$ cat config.mk
export PLATFORM = sky130hd
export DESIGN_NAME = task_ready_queue_scheduler_core_flat
export DESIGN_NICKNAME = d
export VERILOG_FILES = /design/src/sv/trqs_pkg.sv /design/src/sv/trqs_ifs.sv /design/src/sv/trqs_front.sv /design/src/sv/trqs_back.sv /design/src/sv/task_ready_queue_scheduler_core.sv /design/src/flat_wrapper.sv
export SDC_FILE = /design/constraint.sdc
export NUM_CORES = 1
export LEC_CHECK = 0
export BUFFER_PORTS_ARGS = -buffer_cell sky130_fd_sc_hd__buf_2
export CORE_AREA = 2 2 281 283
export DETAILED_ROUTE_END_ITERATION = 10
export DIE_AREA = 0 0 283 285
export GPL_TIMING_DRIVEN = 0
export RECOVER_POWER = 50
export SYNTH_ARGS = -nofsm -noshare
export SYNTH_HDL_FRONTEND = slang
export SYNTH_SLANG_ARGS = --single-unit
$ cat constraint.sdc
create_clock -name clk -period 3.6 [get_ports clk]
set_input_delay 0 -clock clk [delete_from_list [all_inputs] [get_ports clk]]
set_output_delay 0 -clock clk [all_outputs]
set_load 0.01 [all_outputs]
$ cat src/sv/trqs_pkg.sv
`default_nettype none

package trqs_pkg;

  localparam int TASK_W = 4;
  localparam int QID_W  = 3;
  localparam int MCNT_W = 5;
  localparam int STAT_W = 2;

  typedef enum logic [1:0] {
    REQ_SCHED       = 2'd0,
    REQ_BLOCK       = 2'd1,
    REQ_UNBLOCK_ONE = 2'd2,
    REQ_UNBLOCK_ALL = 2'd3
  } req_t;

  localparam logic [STAT_W-1:0] STAT_OK          = 2'd0;
  localparam logic [STAT_W-1:0] STAT_READY_EMPTY = 2'd1;
  localparam logic [STAT_W-1:0] STAT_WAIT_EMPTY  = 2'd2;

  typedef struct packed {
    req_t             req;
    logic [QID_W-1:0] queue_id;
  } cmd_t;

  typedef struct packed {
    logic [TASK_W-1:0] running_task;
    logic              running_valid;
    logic [TASK_W-1:0] moved_task;
    logic [MCNT_W-1:0] moved_count;
    logic [STAT_W-1:0] status;
  } result_t;

endpackage

`default_nettype wire

$ cat src/sv/trqs_ifs.sv
`default_nettype none

interface trqs_in_if import trqs_pkg::*; ();
  logic             valid;
  logic             ready;
  logic [1:0]       req_type;
  logic [QID_W-1:0] queue_id;
  modport source (output valid, req_type, queue_id, input ready);
  modport sink (input valid, req_type, queue_id, output ready);
endinterface

interface trqs_out_if import trqs_pkg::*; ();
  logic              valid;
  logic              ready;
  logic [TASK_W-1:0] running_task;
  logic              running_valid;
  logic [TASK_W-1:0] moved_task;
  logic [MCNT_W-1:0] moved_count;
  logic [STAT_W-1:0] status;
  modport source (output valid, running_task, running_valid, moved_task, moved_count,
                  status, input ready);
  modport sink (input valid, running_task, running_valid, moved_task, moved_count,
                status, output ready);
endinterface

interface trqs_cfg_if import trqs_pkg::*; ();
  logic              valid;
  logic              ready;
  logic [TASK_W-1:0] idle_task;
  modport source (output valid, idle_task, input ready);
  modport sink (input valid, idle_task, output ready);
endinterface

`default_nettype wire

$ cat src/sv/trqs_front.sv
`default_nettype none

module trqs_front import trqs_pkg::*; (
  input  wire logic clk,
  input  wire logic rst_n,
  trqs_in_if.sink   in_chan,
  output logic      cmd_valid,
  output cmd_t      cmd,
  input  wire logic cmd_pop
);

  // Two-entry command queue between the request port and the sequencer.
  cmd_t       cmd_q_r [2];
  logic       wr_ptr_r, wr_ptr_nxt;
  logic       rd_ptr_r, rd_ptr_nxt;
  logic [1:0] cnt_r, cnt_nxt;
  logic       push;
  cmd_t       cmd_in;

  assign in_chan.ready = (cnt_r != 2'd2);
  assign push          = in_chan.valid && in_chan.ready;

  always_comb begin
    cmd_in.req      = req_t'(in_chan.req_type);
    cmd_in.queue_id = in_chan.queue_id;
  end

  assign cmd_valid = (cnt_r != 2'd0);
  assign cmd       = cmd_q_r[rd_ptr_r];

  always_comb begin
    wr_ptr_nxt = push ? ~wr_ptr_r : wr_ptr_r;
    rd_ptr_nxt = cmd_pop ? ~rd_ptr_r : rd_ptr_r;
    cnt_nxt    = cnt_r + 2'(push) - 2'(cmd_pop);
  end

  always_ff @(posedge clk) begin
    if (push) begin
      cmd_q_r[wr_ptr_r] <= cmd_in;
    end
  end

  always_ff @(posedge clk) begin
    if (!rst_n) begin
      wr_ptr_r <= 1'b0;
      rd_ptr_r <= 1'b0;
      cnt_r    <= 2'd0;
    end else begin
      wr_ptr_r <= wr_ptr_nxt;
      rd_ptr_r <= rd_ptr_nxt;
      cnt_r    <= cnt_nxt;
    end
  end

endmodule

`default_nettype wire

$ cat src/sv/trqs_back.sv
`default_nettype none

module trqs_back import trqs_pkg::*; #(
  parameter int NUM_TASKS       = 16,
  parameter int NUM_WAIT_QUEUES = 8
) (
  input  wire logic              clk,
  input  wire logic              rst_n,
  input  wire logic [TASK_W-1:0] idle_task,
  input  wire logic              cmd_valid,
  input  wire cmd_t              cmd,
  output logic                   cmd_pop,
  output logic                   out_valid,
  output result_t                result,
  input  wire logic              out_ready
);

  localparam int IW  = $clog2(NUM_TASKS);
  localparam int CW  = $clog2(NUM_TASKS + 1);
  localparam int SW  = CW + 1;
  localparam int QW  = (NUM_WAIT_QUEUES > 1) ? $clog2(NUM_WAIT_QUEUES) : 1;
  localparam int WAW = $clog2(NUM_WAIT_QUEUES * NUM_TASKS);
  localparam int XW  = IW + CW;

  typedef enum logic [4:0] {
    S_IDLE  = 5'b00001,
    S_LOAD  = 5'b00010,
    S_SCHED = 5'b00100,
    S_UNB   = 5'b01000,
    S_DONE  = 5'b10000
  } state_t;

  function automatic logic [IW-1:0] wrap_add(input logic [IW-1:0] base,
                                             input logic [CW-1:0] off);
    logic [SW-1:0] sum;
    sum = SW'(base) + SW'(off);
    if (sum >= SW'(NUM_TASKS)) sum = sum - SW'(NUM_TASKS);
    return IW'(sum);
  endfunction

  function automatic logic [WAW-1:0] waddr(input logic [QW-1:0] q, input logic [IW-1:0] pos);
    return WAW'(int'(q) * NUM_TASKS + int'(pos));
  endfunction

  state_t            state_r, state_nxt;
  req_t              req_r, req_nxt;
  logic [QW-1:0]     q_r, q_nxt;
  logic [TASK_W-1:0] cur_task_r, cur_task_nxt;
  logic              cur_valid_r, cur_valid_nxt;
  logic              cur_blk_r, cur_blk_nxt;
  logic [IW-1:0]     rhead_r, rhead_nxt;
  logic [CW-1:0]     rcnt_r, rcnt_nxt;
  logic [IW-1:0]     whead_r, whead_nxt;
  logic [CW-1:0]     wcnt_r, wcnt_nxt;
  logic [TASK_W-1:0] mtask_r, mtask_nxt;
  logic [CW-1:0]     mcnt_r, mcnt_nxt;
  logic [STAT_W-1:0] stat_r, stat_nxt;
  logic              out_valid_r, out_valid_nxt;
  result_t           out_r, out_nxt;

  // Ready FIFO store, wait FIFO stores, and per-queue head/count words.
  logic [TASK_W-1:0] ready_mem [NUM_TASKS];
  logic [TASK_W-1:0] wait_mem [NUM_WAIT_QUEUES * NUM_TASKS];
  logic [XW-1:0]     ctl_mem [NUM_WAIT_QUEUES];
  logic [NUM_WAIT_QUEUES-1:0] ctl_vld_r;
  logic [TASK_W-1:0] ready_rd_r;
  logic [TASK_W-1:0] wait_rd_r;
  logic [XW-1:0]     ctl_rd_r;
  logic              ctl_rv_r;

  logic              ready_we;
  logic [IW-1:0]     ready_wa;
  logic [TASK_W-1:0] ready_wd;
  logic              wait_we;
  logic [WAW-1:0]    wait_wa;
  logic [TASK_W-1:0] wait_wd;
  logic [WAW-1:0]    wait_ra;
  logic              ctl_we;
  logic [XW-1:0]     ctl_wd;
  logic [QW-1:0]     ctl_ra;

  logic [QW-1:0]     q_cmd;
  logic [XW-1:0]     ctl_word;
  logic [IW-1:0]     c_head;
  logic [CW-1:0]     c_cnt;
  logic [IW-1:0]     h1;
  logic [CW-1:0]     c1;

  assign q_cmd    = QW'(int'(cmd.queue_id) % NUM_WAIT_QUEUES);
  assign ctl_word = ctl_rv_r ? ctl_rd_r : '0;
  assign c_head   = ctl_word[XW-1:CW];
  assign c_cnt    = ctl_word[CW-1:0];
  assign h1       = wrap_add(whead_r, CW'(1));
  assign c1       = wcnt_r - CW'(1);
  assign ctl_ra   = (state_r == S_IDLE) ? q_cmd : q_r;

  always_comb begin
    state_nxt     = state_r;
    req_nxt       = req_r;
    q_nxt         = q_r;
    cur_task_nxt  = cur_task_r;
    cur_valid_nxt = cur_valid_r;
    cur_blk_nxt   = cur_blk_r;
    rhead_nxt     = rhead_r;
    rcnt_nxt      = rcnt_r;
    whead_nxt     = whead_r;
    wcnt_nxt      = wcnt_r;
    mtask_nxt     = mtask_r;
    mcnt_nxt      = mcnt_r;
    stat_nxt      = stat_r;
    out_nxt       = out_r;
    out_valid_nxt = out_ready ? 1'b0 : out_valid_r;
    cmd_pop       = 1'b0;
    ready_we      = 1'b0;
    ready_wa      = wrap_add(rhead_r, rcnt_r);
    ready_wd      = cur_task_r;
    wait_we       = 1'b0;
    wait_wa       = waddr(q_r, wrap_add(c_head, c_cnt));
    wait_wd       = cur_task_r;
    wait_ra       = waddr(q_r, whead_r);
    ctl_we        = 1'b0;
    ctl_wd        = {h1, c1};

    case (state_r)
      S_IDLE: begin
        if (cmd_valid) begin
          cmd_pop   = 1'b1;
          req_nxt   = cmd.req;
          q_nxt     = q_cmd;
          mcnt_nxt  = '0;
          mtask_nxt = '0;
          stat_nxt  = STAT_OK;
          state_nxt = S_LOAD;
        end
      end
      S_LOAD: begin
        case (req_r)
          REQ_SCHED: begin
            state_nxt = S_SCHED;
          end
          REQ_BLOCK: begin
            if (!cur_blk_r) begin
              cur_blk_nxt = 1'b1;
              if (c_cnt < CW'(NUM_TASKS)) begin
                wait_we = 1'b1;
                ctl_we  = 1'b1;
                ctl_wd  = {c_head, c_cnt + CW'(1)};
              end
            end
            state_nxt = S_SCHED;
          end
          default: begin
            if (c_cnt == '0) begin
              stat_nxt  = STAT_WAIT_EMPTY;
              state_nxt = S_DONE;
            end else begin
              whead_nxt = c_head;
              wcnt_nxt  = c_cnt;
              wait_ra   = waddr(q_r, c_head);
              state_nxt = S_UNB;
            end
          end
        endcase
      end
      S_SCHED: begin
        if (rcnt_r == '0) begin
          stat_nxt = STAT_READY_EMPTY;
          if (cur_blk_r) cur_valid_nxt = 1'b0;
        end else begin
          rhead_nxt = wrap_add(rhead_r, CW'(1));
          if (cur_valid_r && !cur_blk_r && (cur_task_r != idle_task)) begin
            // The old task lands behind the popped head, so the count holds.
            ready_we = 1'b1;
          end else begin
            rcnt_nxt = rcnt_r - CW'(1);
          end
          cur_task_nxt  = ready_rd_r;
          cur_valid_nxt = 1'b1;
          cur_blk_nxt   = 1'b0;
        end
        state_nxt = S_DONE;
      end
      S_UNB: begin
        if (mcnt_r == '0) mtask_nxt = wait_rd_r;
        mcnt_nxt = mcnt_r + CW'(1);
        if ((int'(wait_rd_r) % NUM_TASKS) == (int'(cur_task_r) % NUM_TASKS)) begin
          cur_blk_nxt = 1'b0;
        end
        if (rcnt_r < CW'(NUM_TASKS)) begin
          ready_we = 1'b1;
          ready_wd = wait_rd_r;
          rcnt_nxt = rcnt_r + CW'(1);
        end
        whead_nxt = h1;
        wcnt_nxt  = c1;
        if ((req_r == REQ_UNBLOCK_ONE) || (c1 == '0)) begin
          ctl_we    = 1'b1;
          state_nxt = S_DONE;
        end else begin
          wait_ra = waddr(q_r, h1);
        end
      end
      S_DONE: begin
        if (!out_valid_r || out_ready) begin
          out_nxt.running_task  = cur_task_r;
          out_nxt.running_valid = cur_valid_r;
          out_nxt.moved_task    = mtask_r;
          out_nxt.moved_count   = MCNT_W'(mcnt_r);
          out_nxt.status        = stat_r;
          out_valid_nxt         = 1'b1;
          state_nxt             = S_IDLE;
        end
      end
      default: begin
        state_nxt = S_IDLE;
      end
    endcase
  end

  always_ff @(posedge clk) begin
    if (ready_we) ready_mem[ready_wa] <= ready_wd;
    ready_rd_r <= ready_mem[rhead_r];
    if (wait_we) wait_mem[wait_wa] <= wait_wd;
    wait_rd_r <= wait_mem[wait_ra];
    if (ctl_we) ctl_mem[q_r] <= ctl_wd;
    ctl_rd_r <= ctl_mem[ctl_ra];
  end

  always_ff @(posedge clk) begin
    req_r   <= req_nxt;
    q_r     <= q_nxt;
    whead_r <= whead_nxt;
    wcnt_r  <= wcnt_nxt;
    mtask_r <= mtask_nxt;
    mcnt_r  <= mcnt_nxt;
    stat_r  <= stat_nxt;
    out_r   <= out_nxt;
  end

  always_ff @(posedge clk) begin
    if (!rst_n) begin
      state_r     <= S_IDLE;
      cur_task_r  <= '0;
      cur_valid_r <= 1'b0;
      cur_blk_r   <= 1'b0;
      rhead_r     <= '0;
      rcnt_r      <= '0;
      out_valid_r <= 1'b0;
      ctl_vld_r   <= '0;
      ctl_rv_r    <= 1'b0;
    end else begin
      state_r     <= state_nxt;
      cur_task_r  <= cur_task_nxt;
      cur_valid_r <= cur_valid_nxt;
      cur_blk_r   <= cur_blk_nxt;
      rhead_r     <= rhead_nxt;
      rcnt_r      <= rcnt_nxt;
      out_valid_r <= out_valid_nxt;
      if (ctl_we) ctl_vld_r[q_r] <= 1'b1;
      ctl_rv_r    <= ctl_vld_r[ctl_ra];
    end
  end

  assign out_valid = out_valid_r;
  assign result    = out_r;

endmodule

`default_nettype wire

$ cat src/sv/task_ready_queue_scheduler_core.sv
`default_nettype none

// Hardware task scheduler with one ready FIFO and NUM_WAIT_QUEUES wait FIFOs of
// task ids. Each request transaction on in_chan (schedule, block current,
// unblock one, unblock all) yields exactly one result transaction on out_chan
// with the running task, the first task moved and the number moved, and a
// status that flags an empty ready FIFO or an empty wait FIFO. A front stage
// queues up to two requests, so requests are taken while a result waits.
// The back sequencer handles one request at a time, and its steps are set by
// the registered reads of the FIFO memories. After a request is accepted, a
// load step uses the queue's head/count word; schedule and block then take a
// scheduling step, unblock one and unblock all take a move step for each task
// moved, and an unblock on an empty wait queue goes straight to the result
// step. A result that is not taken holds the sequencer in its last step until
// the result register frees up. The idle task id is written on cfg_chan
// (reset value 1); the user must write it only while the block is idle, which
// the block itself does not enforce. A preempted idle task is not put back on
// the ready FIFO. No clearing pass is needed after reset.
module task_ready_queue_scheduler_core import trqs_pkg::*; #(
  parameter int NUM_TASKS       = 16,
  parameter int NUM_WAIT_QUEUES = 8
) (
  input  wire logic  clk,
  input  wire logic  rst_n,
  trqs_in_if.sink    in_chan,
  trqs_out_if.source out_chan,
  trqs_cfg_if.sink   cfg_chan
);

  // Configuration register: the idle task id.
  logic [TASK_W-1:0] idle_r, idle_nxt;

  logic    cmd_valid;
  cmd_t    cmd;
  logic    cmd_pop;
  result_t result;

  assign cfg_chan.ready = 1'b1;
  assign idle_nxt = (cfg_chan.valid && cfg_chan.ready) ? cfg_chan.idle_task : idle_r;

  always_ff @(posedge clk) begin
    if (!rst_n) begin
      idle_r <= TASK_W'(1);
    end else begin
      idle_r <= idle_nxt;
    end
  end

  // The front stage accepts and classifies request transactions.
  trqs_front u_front (
    .clk       (clk),
    .rst_n     (rst_n),
    .in_chan   (in_chan),
    .cmd_valid (cmd_valid),
    .cmd       (cmd),
    .cmd_pop   (cmd_pop)
  );

  // The back sequencer owns all queue state and the result register.
  trqs_back #(
    .NUM_TASKS       (NUM_TASKS),
    .NUM_WAIT_QUEUES (NUM_WAIT_QUEUES)
  ) u_back (
    .clk       (clk),
    .rst_n     (rst_n),
    .idle_task (idle_r),
    .cmd_valid (cmd_valid),
    .cmd       (cmd),
    .cmd_pop   (cmd_pop),
    .out_valid (out_chan.valid),
    .result    (result),
    .out_ready (out_chan.ready)
  );

  assign out_chan.running_task  = result.running_task;
  assign out_chan.running_valid = result.running_valid;
  assign out_chan.moved_task    = result.moved_task;
  assign out_chan.moved_count   = result.moved_count;
  assign out_chan.status        = result.status;

endmodule

`default_nettype wire

$ cat src/flat_wrapper.sv
// flat-port wrapper written by rule: the top's interface ports become plain ports
module task_ready_queue_scheduler_core_flat import trqs_pkg::*;
#(
  parameter int NUM_TASKS       = 16,
  parameter int NUM_WAIT_QUEUES = 8
)
  (clk, rst_n, in_chan_valid, in_chan_req_type, in_chan_queue_id, in_chan_ready, out_chan_valid, out_chan_running_task, out_chan_running_valid, out_chan_moved_task, out_chan_moved_count, out_chan_status, out_chan_ready, cfg_chan_valid, cfg_chan_idle_task, cfg_chan_ready);
  trqs_in_if in_chan_i ();
  trqs_out_if out_chan_i ();
  trqs_cfg_if cfg_chan_i ();
  input  wire logic clk;
  input  wire logic rst_n;
  input wire logic [$bits(in_chan_i.valid)-1:0] in_chan_valid;
  input wire logic [$bits(in_chan_i.req_type)-1:0] in_chan_req_type;
  input wire logic [$bits(in_chan_i.queue_id)-1:0] in_chan_queue_id;
  output wire logic [$bits(in_chan_i.ready)-1:0] in_chan_ready;
  output wire logic [$bits(out_chan_i.valid)-1:0] out_chan_valid;
  output wire logic [$bits(out_chan_i.running_task)-1:0] out_chan_running_task;
  output wire logic [$bits(out_chan_i.running_valid)-1:0] out_chan_running_valid;
  output wire logic [$bits(out_chan_i.moved_task)-1:0] out_chan_moved_task;
  output wire logic [$bits(out_chan_i.moved_count)-1:0] out_chan_moved_count;
  output wire logic [$bits(out_chan_i.status)-1:0] out_chan_status;
  input wire logic [$bits(out_chan_i.ready)-1:0] out_chan_ready;
  input wire logic [$bits(cfg_chan_i.valid)-1:0] cfg_chan_valid;
  input wire logic [$bits(cfg_chan_i.idle_task)-1:0] cfg_chan_idle_task;
  output wire logic [$bits(cfg_chan_i.ready)-1:0] cfg_chan_ready;
  assign in_chan_i.valid = in_chan_valid;
  assign in_chan_i.req_type = in_chan_req_type;
  assign in_chan_i.queue_id = in_chan_queue_id;
  assign in_chan_ready = in_chan_i.ready;
  assign out_chan_valid = out_chan_i.valid;
  assign out_chan_running_task = out_chan_i.running_task;
  assign out_chan_running_valid = out_chan_i.running_valid;
  assign out_chan_moved_task = out_chan_i.moved_task;
  assign out_chan_moved_count = out_chan_i.moved_count;
  assign out_chan_status = out_chan_i.status;
  assign out_chan_i.ready = out_chan_ready;
  assign cfg_chan_i.valid = cfg_chan_valid;
  assign cfg_chan_i.idle_task = cfg_chan_idle_task;
  assign cfg_chan_ready = cfg_chan_i.ready;
  task_ready_queue_scheduler_core #(.NUM_TASKS(NUM_TASKS), .NUM_WAIT_QUEUES(NUM_WAIT_QUEUES)) u_core (.clk(clk), .rst_n(rst_n), .in_chan(in_chan_i), .out_chan(out_chan_i), .cfg_chan(cfg_chan_i));
endmodule
==> results.toml <==
[setup_path]
worstPathRequired_ps = 3970
critical_path.cell_chain = "or3_1 -> nor4_4 -> nand2_4 -> buf_4 -> o211ai_1 -> o211ai_1 -> nand2_1 -> a2111oi_0 -> a2111o_1 -> or4_4 -> nor4_4 -> nand4_1"
cp.arrival_ps = 4830
crit_path_end_kind = "register"
criticalPathCategory = "register to register"
start_kind = "register"
critPathTopFamily = "simple AND/OR/NAND/NOR gates"
worstPathMaxFanout = 10
cp_slowest_cell = "or4_4"
highest_cell_delay_on_the_worst_timing_path_ps = 600
critical_path.n_buffers_inverters = 1
rrSetupSlack_ps = -860

[global_routing]
grt_first_pass_wirelength_um = 138700
globalRoute.totalOverflow = 0
grt_use_total_pct = 23.69
grt_pass1_vias = 20080
largest_net_degree_at_the_start_of_global_routing = 84
initial_antenna_violation_count = 3

[placement]
count_of_buffers_inserted_at_the_top_level_ports = 30
detailedPlace.worstSlack_ps = -3439
place_congestion = 0.9625
detailedPlacementHpwl_um = 62850
placed_cell_area_mm2 = 0.03246

[pwr]
comb_power_share_pct = 9.5
ir_worst_vdd_mv = 0.3498
power_leakage_nw = 12.33
seq_power_share_pct = 48.9
netSwitchingFraction_pct = 24.23
total_switching_power_w = 0.004913
powerDensity_mw_per_mm2 = 553.3
power.internal_w = 0.01537
power_frac_clock_pct = 41.5

[synthesis]
syn_nets = 2231
synthesis.instances = 2194
synth.lib_cells_used.distinct = 76
synth.yosys.seq_area_share_pct = 71.78
synth-warning-count = 0
synth.ff_latch_count = 755
ys.flop_type = "edfxtp_1"
async_set_or_reset_flop_fraction_in_the_synthesized_netlist_pct = 0
syn_avg_cell_area_um2 = 14.04
netlist_area_mm2 = 0.03081
edff_count_synth = 699

[cts]
worst_setup_hold_path_clk_slew_ps = 70
htreeDepth = 3
clock_latency_ps = 660
cts_buffers = 77
clock_sinks = 755
clock_tree_from_tritoncts = "built"
root_buffer = "clkbuf_16"
clock_tree.buffer_depth = 3

[hold_path]
hold_crit_path_type = "input port to register"

[timing]
post-route-period-util_pct = 123.9
timing.clock.skew_ps = 42.81
final_critical_path_setup_slack_ps = -861.2
fin_crit_ps = 4461
timing_hold_violations_final = 0
worst-slew-pin-transition_ps = 2166
timing_max_transition_violations_final = 106
fin_setup_tns_ps = -73320
grt_setup_unrepaired = "yes"
hold-worst-slack_ps = 120.4
max_clock_freq_mhz = 224.2
finalSetupViolations = 256
slew-limit-headroom_pct = -44.60

[floorplanning]
rows = 103
die_footprint_mm2 = 0.08066
core_area_mm2 = 0.07797
die_w_um = 283
die_span_y_um = 285
initial_utilization_pct = 39.51
io-pin-count = 33

[cells_and_area]
fillCellCount = 6788
layout-area-overhead-vs-synth_pct = 18.99
fin_nets = 2396
stdcell_area_mm2 = 0.03666
layout.cells.most_common = "edfxtp_1"
post_route_cells_drive_above_1_share_pct = 18.13
final_cell_mix = "edfxtp_1 (699), nand2_1 (377), nor2_1 (191)"

[routing]
remaining_drc_errors = 0
drt_pre_antenna_iters = 6
average_routed_wire_per_standard_cell_um = 27.94
detail_route.iter0.violations = 2685
wirelength_um = 97040
ant_nets = 0
vias = 20390
drt-vias-per-instance = 5.870

[run_status]
status = "complete, but fails checks"
failed_checks = "capacitance limit, slew limit, setup timing"

[run]
cap_violations = 2
registers in the layout, summed over array words and instances, names as in the netlist, 2 cells and up, named ones only:
name and cells:
u_core.u_back.wait_mem 512, u_core.u_back.mcnt_r 5, u_core.u_back.q_r 3, u_core.u_front.cnt_r 2, u_core.u_front.cmd_q_r 10, u_core.u_back.ctl_mem 72
u_core.u_back.rhead_r 4, u_core.u_back.ctl_rd_r 9, u_core.u_back.ready_mem 64, u_core.u_back.req_r 2, u_core.u_back.whead_r 4, u_core.u_back.wait_rd_r 4
u_core.u_back.result 16, u_core.idle_r 4, u_core.u_back.wcnt_r 5, u_core.u_back.cur_task_r 4, u_core.u_back.ctl_vld_r 8, u_core.u_back.mtask_r 4
u_core.u_back.stat_r 2, u_core.u_back.ready_rd_r 4, u_core.u_back.rcnt_r 5, u_core.u_back.state_r 5
stage by stage:
stage          util (%)  std cells  power, W
3_5_place_dp      41.64       3282   0.01192
2_1_floorplan         -       2194   0.01128
4_1_cts           46.74       3465   0.02033
6_report          47.01       3473   0.02028
5_1_grt           47.01       3472   0.02081
3_3_place_gp      41.40       3274   0.01189
cells in the mapped netlist (12+ instances only):
| cell | number | area (um2) |
|---|---|---|
| a32oi_1 | 14 | 122.6 |
| nand4_1 | 12 | 75.07 |
| dfxtp_1 | 56 | 1121 |
| edfxtp_1 | 699 | 20990 |
| buf_1 | 17 | 63.81 |
| nand3_1 | 132 | 660.6 |
| buf_2 | 20 | 100.1 |
| nand2_1 | 385 | 1445 |
| a21oi_1 | 51 | 255.2 |
| mux2i_1 | 106 | 1061 |
| nor2_1 | 237 | 889.6 |
| ha_1 | 20 | 250.2 |
| xnor2_1 | 18 | 157.7 |
| nor3_1 | 22 | 110.1 |
| mux2_2 | 21 | 236.5 |
| inv_1 | 16 | 60.06 |
| o21ai_0 | 24 | 120.1 |
| a31oi_1 | 30 | 187.7 |
| a221oi_1 | 13 | 113.9 |
| mux4_2 | 42 | 945.9 |
| xor2_1 | 20 | 175.2 |
| clkbuf_1 | 57 | 214.0 |
| and3_1 | 20 | 125.1 |
worst register-to-register path: cells and delay by family (launching register included):
kind,cells,cell delay [ps]
compound gates,4,970
buf+inv,1,170
flops,1,380
simple gates,7,2690
worst paths after layout:
check                           start                          to  cells after the start
max          u_core.u_back.state_r[3]  u_core.u_back.wait_rd_r[2]                     12
min             cfg_chan_idle_task[0]            u_core.idle_r[0]                      4
min reg2reg  u_core.u_back.mtask_r[3]    u_core.u_back.result[10]                      0
max reg2reg  u_core.u_back.state_r[3]  u_core.u_back.wait_rd_r[2]                     12
cell type report:
type	count	area [um2]	share of cell area [%]
Antenna cell	1	2.502	0.006827
Buffer	105	999.7	2.727
Clock buffer	95	2004	5.468
Clock inverter	47	646.9	1.765
Inverter	18	70.07	0.1911
Multi-Input combinational cell	1313	8798	24.00
Sequential cell	755	22130	60.36
Tap cell	1050	1314	3.584
Timing Repair Buffer	89	695.7	1.898
power groups by stage:
stage	sequential [W]	clock, W	combinational (W)
finish	0.00992	0.00842	0.00194
global route	0.00995	0.00880	0.00206
CTS	0.00992	0.00848	0.00193
detailed placement	0.0101	0	0.00182
global placement	0.0101	0	0.00179
floorplan	0.0100	0	0.00124
routing by layer:
metal	track usage (%)	vias up	part of all wire (%)
met5	0	-	0.010
met4	11.72	2	5.1
met3	6.016	265	12
met2	37.79	1339	46
met1	30.19	10220	37
li1	-	8563	-
timing repair:
action                     in CTS  in global routing
gates resized for setup       273                 92
hold buffers                   15                  0
buffers inserted               27                  8
cloned                          1                  0
pin swaps                      31                 16
setup endpoints to repair     540                343
hold endpoints to repair       33                  0
kinds of logic (layout without fill, tap and decap cells):
kind of cell / count (synthesis) / count (layout) / share of synthesized area (%)
simple gates: 860 / 860 / 11.95
flops: 755 / 755 / 71.78
compound gates: 221 / 221 / 5.000
mux: 170 / 170 / 7.331
buf+inv: 126 / 354 / 1.848
xor+xnor: 38 / 38 / 1.080
fa+ha+maj: 23 / 23 / 1.007
other cells: 1 / 2 / 0.01217
(Power assumes the default switching activity.)
